===== config.mk =====
export PLATFORM = sky130hd
export DESIGN_NAME = cool_warm_colormap_interpolator_unit
export DESIGN_NICKNAME = d
export VERILOG_FILES = /design/src/sv/cwcmi_pkg.sv /design/src/sv/cool_warm_colormap_interpolator_unit.sv
export SDC_FILE = /design/constraint.sdc
export NUM_CORES = 2
export LEC_CHECK = 0
export ABC_CLOCK_PERIOD_IN_PS = 7100
export BUFFER_PORTS_ARGS = -buffer_cell sky130_fd_sc_hd__buf_2
export CORE_MARGIN = 2
export CORE_UTILIZATION = 59
export CTS_CLUSTER_DIAMETER = 30
export DETAILED_ROUTE_END_ITERATION = 7
export PLACE_DENSITY = 0.78
export SLEW_MARGIN = 5
export SYNTH_ARGS = -nofsm -noshare
export SYNTH_HDL_FRONTEND = slang
export SYNTH_SLANG_ARGS = --single-unit

===== constraint.sdc =====
create_clock -name clock -period 7.1 [get_ports clock]
set_input_delay 0.71 -clock clock [delete_from_list [all_inputs] [get_ports clock]]
set_output_delay 0.71 -clock clock [all_outputs]
set_load 0.02 [all_outputs]

===== src/sv/cwcmi_pkg.sv =====
// Shared widths, register codes and the cool-to-warm color ROM
// for the colormap interpolator. No dependencies.
package cwcmi_pkg;

   localparam int SAMPLE_W      = 16;
   localparam int RATIO_W       = 16;
   localparam int CHAN_W        = 8;
   localparam int RGB_W         = 3 * CHAN_W;
   localparam int TABLE_ENTRIES = 33;
   localparam int ROM_ROWS      = 33;
   localparam int IDX_W         = $clog2(ROM_ROWS);

   // position scale 31.999 in Q6.16, (TABLE_ENTRIES - 1) * 2^16 - 66
   localparam int SCALE_W = $clog2((TABLE_ENTRIES - 1) * 65536) + 1;
   localparam logic [SCALE_W-1:0] SCALE_Q16 =
      SCALE_W'((TABLE_ENTRIES - 1) * 65536 - 66);
   localparam int POS_W  = RATIO_W + SCALE_W;
   localparam int PIDX_W = POS_W - 32;

   localparam int FRAC_W = 17;
   localparam logic [FRAC_W-1:0] FRAC_ONE = 17'h10000;
   localparam int ACC_W  = CHAN_W + FRAC_W;
   localparam logic [ACC_W-1:0] ROUND_HALF = ACC_W'(32768);

   localparam int CSR_IDX_W = 2;
   localparam logic [CSR_IDX_W-1:0] CSR_MIN_VALUE = 2'd0;
   localparam logic [CSR_IDX_W-1:0] CSR_MAX_VALUE = 2'd1;
   localparam logic [SAMPLE_W-1:0]  MIN_RESET     = 16'd1;
   localparam logic [SAMPLE_W-1:0]  MAX_RESET     = 16'd400;

   // entries packed {red, green, blue}
   localparam logic [RGB_W-1:0] CW_ROM [ROM_ROWS] = '{
      {8'd59,  8'd76,  8'd192}, {8'd68,  8'd90,  8'd204},
      {8'd77,  8'd104, 8'd215}, {8'd87,  8'd117, 8'd225},
      {8'd98,  8'd130, 8'd234}, {8'd108, 8'd142, 8'd241},
      {8'd119, 8'd154, 8'd247}, {8'd130, 8'd165, 8'd251},
      {8'd141, 8'd176, 8'd254}, {8'd152, 8'd185, 8'd255},
      {8'd163, 8'd194, 8'd255}, {8'd174, 8'd201, 8'd253},
      {8'd184, 8'd208, 8'd249}, {8'd194, 8'd213, 8'd244},
      {8'd204, 8'd217, 8'd238}, {8'd213, 8'd219, 8'd230},
      {8'd221, 8'd221, 8'd221}, {8'd229, 8'd216, 8'd209},
      {8'd236, 8'd211, 8'd197}, {8'd241, 8'd204, 8'd185},
      {8'd245, 8'd196, 8'd173}, {8'd247, 8'd187, 8'd160},
      {8'd247, 8'd177, 8'd148}, {8'd247, 8'd166, 8'd135},
      {8'd244, 8'd154, 8'd123}, {8'd241, 8'd141, 8'd111},
      {8'd236, 8'd127, 8'd99},  {8'd229, 8'd112, 8'd88},
      {8'd222, 8'd96,  8'd77},  {8'd213, 8'd80,  8'd66},
      {8'd203, 8'd62,  8'd56},  {8'd192, 8'd40,  8'd47},
      {8'd180, 8'd4,   8'd38}
   };

endpackage


===== src/sv/cool_warm_colormap_interpolator_unit.sv =====
// Cool-to-warm pseudocolor interpolator: clamp, restoring divide, scale,
// ROM lookup and linear blend in a 20-stage pipeline. Uses cwcmi_pkg.
//
//  channel | dir | handshake             | payload
//  --------+-----+-----------------------+-----------------------------------
//  req     | in  | req_tvalid/req_tready | req_tdata: sample_value[15:0]
//  rsp     | out | rsp_tvalid/rsp_tready | rsp_tdata: red, green, blue
//  csr     | in  | csr_valid/csr_ready   | csr_index, csr_data[15:0]
//
// One word enters per cycle unless a full pipeline is held by rsp_tready low.
// The depth is set by the ratio divider, one quotient bit per stage.
// Each stage advances when it is empty or the stage after it advances, so
// bubbles collapse and req_tready stays high while any stage is free.
// Synchronous active-high reset clears the valid bits and loads min 1, max 400.
module cool_warm_colormap_interpolator_unit (
   input  logic                              clock,
   input  logic                              reset,
   input  logic                              req_tvalid,
   output logic                              req_tready,
   input  logic [cwcmi_pkg::SAMPLE_W-1:0]    req_tdata,   // [15:0] sample_value
   output logic                              rsp_tvalid,
   input  logic                              rsp_tready,
   output logic [cwcmi_pkg::RGB_W-1:0]       rsp_tdata,   // [7:0] red, [15:8] green,
                                                          // [23:16] blue
   input  logic                              csr_valid,
   output logic                              csr_ready,
   input  logic [cwcmi_pkg::CSR_IDX_W-1:0]   csr_index,
   input  logic [cwcmi_pkg::SAMPLE_W-1:0]    csr_data
);

   localparam int SW      = cwcmi_pkg::SAMPLE_W;
   localparam int STEPS   = cwcmi_pkg::RATIO_W;
   localparam int NUM_STG = STEPS + 4;
   localparam int MUL_STG = STEPS + 1;
   localparam int LUT_STG = STEPS + 2;
   localparam int CW      = cwcmi_pkg::CHAN_W;

   // configuration
   logic [SW-1:0] min_ff;
   logic [SW-1:0] max_ff;

   assign csr_ready = 1'b1;

   always_ff @(posedge clock) begin
      if (reset) begin
         min_ff <= cwcmi_pkg::MIN_RESET;
         max_ff <= cwcmi_pkg::MAX_RESET;
      end else if (csr_valid) begin
         case (csr_index)
            cwcmi_pkg::CSR_MIN_VALUE: min_ff <= csr_data;
            cwcmi_pkg::CSR_MAX_VALUE: max_ff <= csr_data;
            default: ;
         endcase
      end
   end

   // pipeline control
   logic [NUM_STG-1:0] valid_ff;
   logic [NUM_STG-1:0] valid_in;
   logic [NUM_STG-1:0] adv;

   always_comb begin
      adv[NUM_STG-1] = !valid_ff[NUM_STG-1] || rsp_tready;
      for (int k = NUM_STG - 2; k >= 0; k--) begin
         adv[k] = !valid_ff[k] || adv[k+1];
      end
      valid_in[0] = adv[0] ? req_tvalid : valid_ff[0];
      for (int k = 1; k < NUM_STG; k++) begin
         valid_in[k] = adv[k] ? valid_ff[k-1] : valid_ff[k];
      end
   end

   always_ff @(posedge clock) begin
      if (reset) begin
         valid_ff <= '0;
      end else begin
         valid_ff <= valid_in;
      end
   end

   assign req_tready = adv[0];
   assign rsp_tvalid = valid_ff[NUM_STG-1];

   // stage 0: clamp and offset
   logic [SW-1:0] clamp_in;
   logic [SW-1:0] d0_in;
   logic [SW-1:0] span0_in;
   logic          rng0_in;
   logic [SW-1:0] d0_ff;
   logic [SW-1:0] span0_ff;
   logic          rng0_ff;
   logic          full0_ff;

   always_comb begin
      rng0_in  = max_ff > min_ff;
      span0_in = max_ff - min_ff;
      if (req_tdata < min_ff) begin
         clamp_in = min_ff;
      end else if (req_tdata > max_ff) begin
         clamp_in = max_ff;
      end else begin
         clamp_in = req_tdata;
      end
      d0_in = rng0_in ? clamp_in - min_ff : '0;
   end

   always_ff @(posedge clock) begin
      if (adv[0]) begin
         d0_ff    <= d0_in;
         span0_ff <= span0_in;
         rng0_ff  <= rng0_in;
         full0_ff <= rng0_in && (d0_in == span0_in);
      end
   end

   // stages 1..16: restoring divide of d * 2^16 by span, one bit per stage
   logic [SW-1:0]      rem_ff  [STEPS];
   logic [STEPS-1:0]   quo_ff  [STEPS];
   logic [SW-1:0]      span_ff [STEPS];
   logic               rng_ff  [STEPS];
   logic               full_ff [STEPS];

   for (genvar k = 0; k < STEPS; k++) begin : g_div
      logic [SW-1:0]    rem_prev;
      logic [STEPS-1:0] quo_prev;
      logic [SW-1:0]    span_prev;
      logic             rng_prev;
      logic             full_prev;
      logic [SW:0]      dbl;
      logic             take;
      logic [SW-1:0]    rem_in;

      if (k == 0) begin : g_first
         assign rem_prev  = d0_ff;
         assign quo_prev  = '0;
         assign span_prev = span0_ff;
         assign rng_prev  = rng0_ff;
         assign full_prev = full0_ff;
      end else begin : g_next
         assign rem_prev  = rem_ff[k-1];
         assign quo_prev  = quo_ff[k-1];
         assign span_prev = span_ff[k-1];
         assign rng_prev  = rng_ff[k-1];
         assign full_prev = full_ff[k-1];
      end

      always_comb begin
         dbl    = {rem_prev, 1'b0};
         take   = dbl >= {1'b0, span_prev};
         rem_in = take ? SW'(dbl - {1'b0, span_prev}) : dbl[SW-1:0];
      end

      always_ff @(posedge clock) begin
         if (adv[k+1]) begin
            rem_ff[k]  <= rem_in;
            quo_ff[k]  <= {quo_prev[STEPS-2:0], take};
            span_ff[k] <= span_prev;
            rng_ff[k]  <= rng_prev;
            full_ff[k] <= full_prev;
         end
      end
   end

   // ratio select and position multiply
   logic [STEPS-1:0]              ratio;
   logic [cwcmi_pkg::POS_W-1:0]   pos_ff;

   always_comb begin
      if (!rng_ff[STEPS-1]) begin
         ratio = '0;
      end else if (full_ff[STEPS-1]) begin
         ratio = '1;
      end else begin
         ratio = quo_ff[STEPS-1];
      end
   end

   always_ff @(posedge clock) begin
      if (adv[MUL_STG]) begin
         pos_ff <= cwcmi_pkg::POS_W'(ratio) * cwcmi_pkg::POS_W'(cwcmi_pkg::SCALE_Q16);
      end
   end

   // table lookup of the two neighbor entries
   logic [cwcmi_pkg::PIDX_W-1:0]  pidx;
   logic                          sat;
   logic [cwcmi_pkg::IDX_W-1:0]   lo_idx;
   logic [cwcmi_pkg::FRAC_W-1:0]  frac_in;
   logic [cwcmi_pkg::RGB_W-1:0]   lo_rgb_ff;
   logic [cwcmi_pkg::RGB_W-1:0]   hi_rgb_ff;
   logic [cwcmi_pkg::FRAC_W-1:0]  frac_ff;

   always_comb begin
      pidx = pos_ff[cwcmi_pkg::POS_W-1:32];
      sat  = pidx > cwcmi_pkg::PIDX_W'(cwcmi_pkg::ROM_ROWS - 2);
      // index past the stored rows: pin to the last entry
      lo_idx  = sat ? cwcmi_pkg::IDX_W'(cwcmi_pkg::ROM_ROWS - 2)
                    : cwcmi_pkg::IDX_W'(pidx);
      frac_in = sat ? cwcmi_pkg::FRAC_ONE : {1'b0, pos_ff[31:16]};
   end

   always_ff @(posedge clock) begin
      if (adv[LUT_STG]) begin
         lo_rgb_ff <= cwcmi_pkg::CW_ROM[lo_idx];
         hi_rgb_ff <= cwcmi_pkg::CW_ROM[lo_idx + cwcmi_pkg::IDX_W'(1)];
         frac_ff   <= frac_in;
      end
   end

   // blend and round each channel; blue is the low byte of a ROM entry
   logic [cwcmi_pkg::FRAC_W-1:0] inv_frac;
   logic [cwcmi_pkg::RGB_W-1:0]  rgb_in;

   always_comb begin
      inv_frac = cwcmi_pkg::FRAC_ONE - frac_ff;
      for (int c = 0; c < 3; c++) begin
         logic [cwcmi_pkg::ACC_W-1:0] acc;
         acc = cwcmi_pkg::ACC_W'(lo_rgb_ff[(2-c)*CW +: CW]) * cwcmi_pkg::ACC_W'(inv_frac)
             + cwcmi_pkg::ACC_W'(hi_rgb_ff[(2-c)*CW +: CW]) * cwcmi_pkg::ACC_W'(frac_ff)
             + cwcmi_pkg::ROUND_HALF;
         rgb_in[c*CW +: CW] = acc[16 +: CW];
      end
   end

   always_ff @(posedge clock) begin
      if (adv[NUM_STG-1]) begin
         rsp_tdata <= rgb_in;
      end
   end

endmodule


==> summary.txt <==
Outcome
  • Status: finished clean

Yosys
  • Gate Count Post-Synth: about 7500
  • Seq/Total Area, Yosys: 0.326
  • Multiplexer share of the synthesized area: 0.0230
  • Post-synth net total: 9003
  • Largest family of logic cells by synthesized area: adder cells
  • Async SR Flop Fraction: 0
  • Post-Synth Adder-Cell Area: 0.325
  • Number of synthesized flops with an enable pin: 792
  • Post-synthesis xor/xnor area fraction: 0.0277
  • Post-Synth Simple-Gate Area: 0.132
  • Top_reg_cell synth: edfxtp_1
  • #FFs+latches synth: 844
  • Number of library cell types mapped by synthesis: between 90 and 100
  • Yosys warns: 0
  • Synthesized area per cell: 10.2 um2
  • Complex-gate fraction of the synthesized area: 0.0804
  • Mapped Area: 76200 um2

Timing
  • Rel. slew slack: 0.280
  • Final period util: 1.00
  • Final max-slew violation count: 0
  • RSZ-0062 raised after global routing: true
  • Clock Skew: about 0.063 ns
  • Worst slew pin tran: 1.08 ns
  • Setup violators final: 0
  • Minimum clock period: 7.10 ns
  • Max Freq: 141 MHz
  • Final hold violations: 0
  • Hold_ws: around 0.16 ns

Global route
  • Initial antenna violation count: 9
  • Global route overflow: 0
  • Pin count of the biggest net entering global routing: 66
  • First-pass GRT wire length: 296 mm
  • Total Routing Usage GR: 0.284
  • Vias in the first global route: 57300

Worst hold path
  • Worst hold-check path type: in2reg

Place
  • DP Area: around 80000 um2
  • IO Port Bufs: 64
  • Final HPWL DP: 139 mm
  • Placed Cells: 9172
  • GP Congestion: 0.937

Routing
  • ANT nets after route: 0
  • Routed WL per cell: around 19 um
  • Drt pass-1 iters: 8
  • DRC Markers: 0
  • Final wirelength: around 180 mm
  • Via density: 5.72
  • Via count: between 50000 and 60000
  • Initial DRC Count: 4235

Die
  • Die X: 363 um
  • Die ar.: 132000 um2
  • Die height: approximately 360 um
  • Initial core utilization: 0.596
  • Row Count: 131
  • Core area: 128000 um2
  • Io pins: 66

Worst setup path
  • WP data arrival: 7.61 ns
  • CP Max Fanout: 5
  • Critical Path Sink Type: flip-flop
  • CP Launch Type: flip-flop
  • Crit path kind: reg2reg
  • Worst EP required: 7.61 ns

Layout
  • Final Instance Area: ~86000 um2
  • Final non-filler cell total: ~9500
  • # nets final: 9238
  • Syn-to-layout area delta: 13.2%
  • Layout cells sized above 1: 0.116

CTS
  • Worst-skew pair later-pin latency: 0.80 ns
  • Depth of the CTS H-tree: 4
  • Clk sinks: 844
  • CTS clk-pin slew, worst paths: 0.05 ns
  • Root buffer selected by CTS: clkbuf_16
  • CTS hold repair buffers: 0
  • CTS tree: built
  • CTS Buffer Depth: 3
  • Total CTS buffers: 164

Job
  • # Max-Cap Violations: 0
==> stage by stage <==
step,setup slack (ns),setup TNS [ns],utilization
after floorplan,0.0166,0,-
after global placement,-0.131,-0.302,0.621
after detailed placement,-0.184,-1.28,0.621
after CTS,0.00123,0,0.669
after global routing,-0.220,-2.27,0.674
final,0.000191,0,0.674
==> critical path: stages, from the launching register on <==
cell      delay [ns]
edfxtp_1        0.41
nor2_2          0.21
nand2_2         0.13
nor4_4          0.26
nand3b_1        0.20
buf_4           0.20
nor3_4          0.26
xnor2_4         0.15
buf_6           0.18
buf_4           0.16
and2_1          0.16
fa_1            0.52
inv_1           0.06
fa_1            0.49
inv_1           0.07
fa_1            0.50
fa_1            0.53
fa_1            0.51
inv_1           0.05
fa_1            0.47
inv_1           0.05
ha_1            0.35
a21oi_2         0.24
o21ai_4         0.09
buf_4           0.15
a21o_1          0.19
buf_4           0.14
xor2_1          0.14
==> metal layers <==
metal  share of wire  GRT usage  routed length, um
met1            0.39      0.352              72000
met2            0.49      0.489              90400
met3           0.074     0.0547              13500
met4           0.041      0.114               7520
met5         0.00026          0                 47
==> state kept, by name, summed over array words and instances (netlist names) <==
name             cells
quo_ff             136
max_ff              16
min_ff              16
rem_ff             240
full_ff             16
full0_ff             1
lo_rgb_ff           24
frac_ff             17
rsp_tdata           24
span_ff            240
pos_ff              21
g_div.rng_prev       1
rng_ff              16
g_div.span_prev     16
d0_ff               16
valid_ff            20
hi_rgb_ff           24
==> layout make-up <==
class                      count  area [um2]
tap                         1662        2080
sequential                   844       24800
antenna                        4        10.0
timing repair buffer         298        2240
fill                        9192       41600
clock inverter               130        1750
inverter                    1494        5610
multi-input combinational   4904       45500
clock buffer                 177        4180
==> synth_stat cells, drive strengths merged, types with 12 or more instances <==
| cell | n | area (um2) |
|---|---|---|
| a2111oi | 19 | 185 |
| a211oi | 29 | 218 |
| a21boi | 61 | 465 |
| a21o | 70 | 526 |
| a21oi | 271 | 1370 |
| a31oi | 33 | 206 |
| and2 | 482 | 3020 |
| and3 | 17 | 108 |
| buf | 33 | 170 |
| clkbuf | 196 | 736 |
| dfxtp | 52 | 1040 |
| edfxtp | 792 | 23800 |
| fa | 811 | 16200 |
| ha | 682 | 8530 |
| inv | 1492 | 5610 |
| mux2 | 139 | 1570 |
| mux2i | 19 | 190 |
| nand2 | 662 | 2490 |
| nand2b | 47 | 297 |
| nand3 | 66 | 330 |
| nand4 | 57 | 369 |
| nor2 | 408 | 1550 |
| nor2b | 68 | 440 |
| nor3 | 116 | 591 |
| nor4 | 30 | 194 |
| o211ai | 21 | 158 |
| o21a | 35 | 263 |
| o21ai | 267 | 1350 |
| o22ai | 17 | 106 |
| o311ai | 12 | 123 |
| o31ai | 25 | 188 |
| o41ai | 13 | 121 |
| or2 | 22 | 138 |
| or3 | 27 | 174 |
| xnor2 | 175 | 1530 |
| xor2 | 66 | 578 |
==> final timing paths <==
path                            slack [ns]           from       endpoint  cells past startpoint
worst min-delay path                  0.16    csr_data[4]      max_ff[4]                      2
worst max-delay path                0.0002     frac_ff[3]   rsp_tdata[3]                     27
worst min register to register        0.37  quo_ff[0][48]  quo_ff[0][65]                      0
worst max register to register      0.0002     frac_ff[3]   rsp_tdata[3]                     27
==> cells in the final DEF, fill, tap and decap left out, types with 139 or more instances in the layout <==
master | Yosys | layout
xnor2_1 | 175 | 165
edfxtp_1 | 792 | 792
ha_1 | 682 | 675
mux2_2 | 139 | 139
nor2_1 | 402 | 394
clkbuf_16 | 0 | 164
buf_4 | 4 | 207
fa_1 | 811 | 798
and2_1 | 481 | 473
o21ai_0 | 255 | 239
inv_1 | 1490 | 1481
a21oi_1 | 269 | 255
nand2_1 | 660 | 655
==> cells by family after synthesis <==
family | count (synthesis)
compound gates | 966
xor+xnor | 241
fa+ha+maj | 1493
buf+inv | 1723
flops | 844
mux | 158
other cells | 1
simple gates | 2045
==> timing repair <==
action | CTS | global route
buffers inserted | 11 | 19
resized for setup | 20 | 128
gates cloned | 0 | 1
endpoints found under the setup margin | 17 | 29
pin swaps | 3 | 90
Power is not shown: default switching activity piles up to over one toggle a cycle in this logic, so the estimate is an artifact.
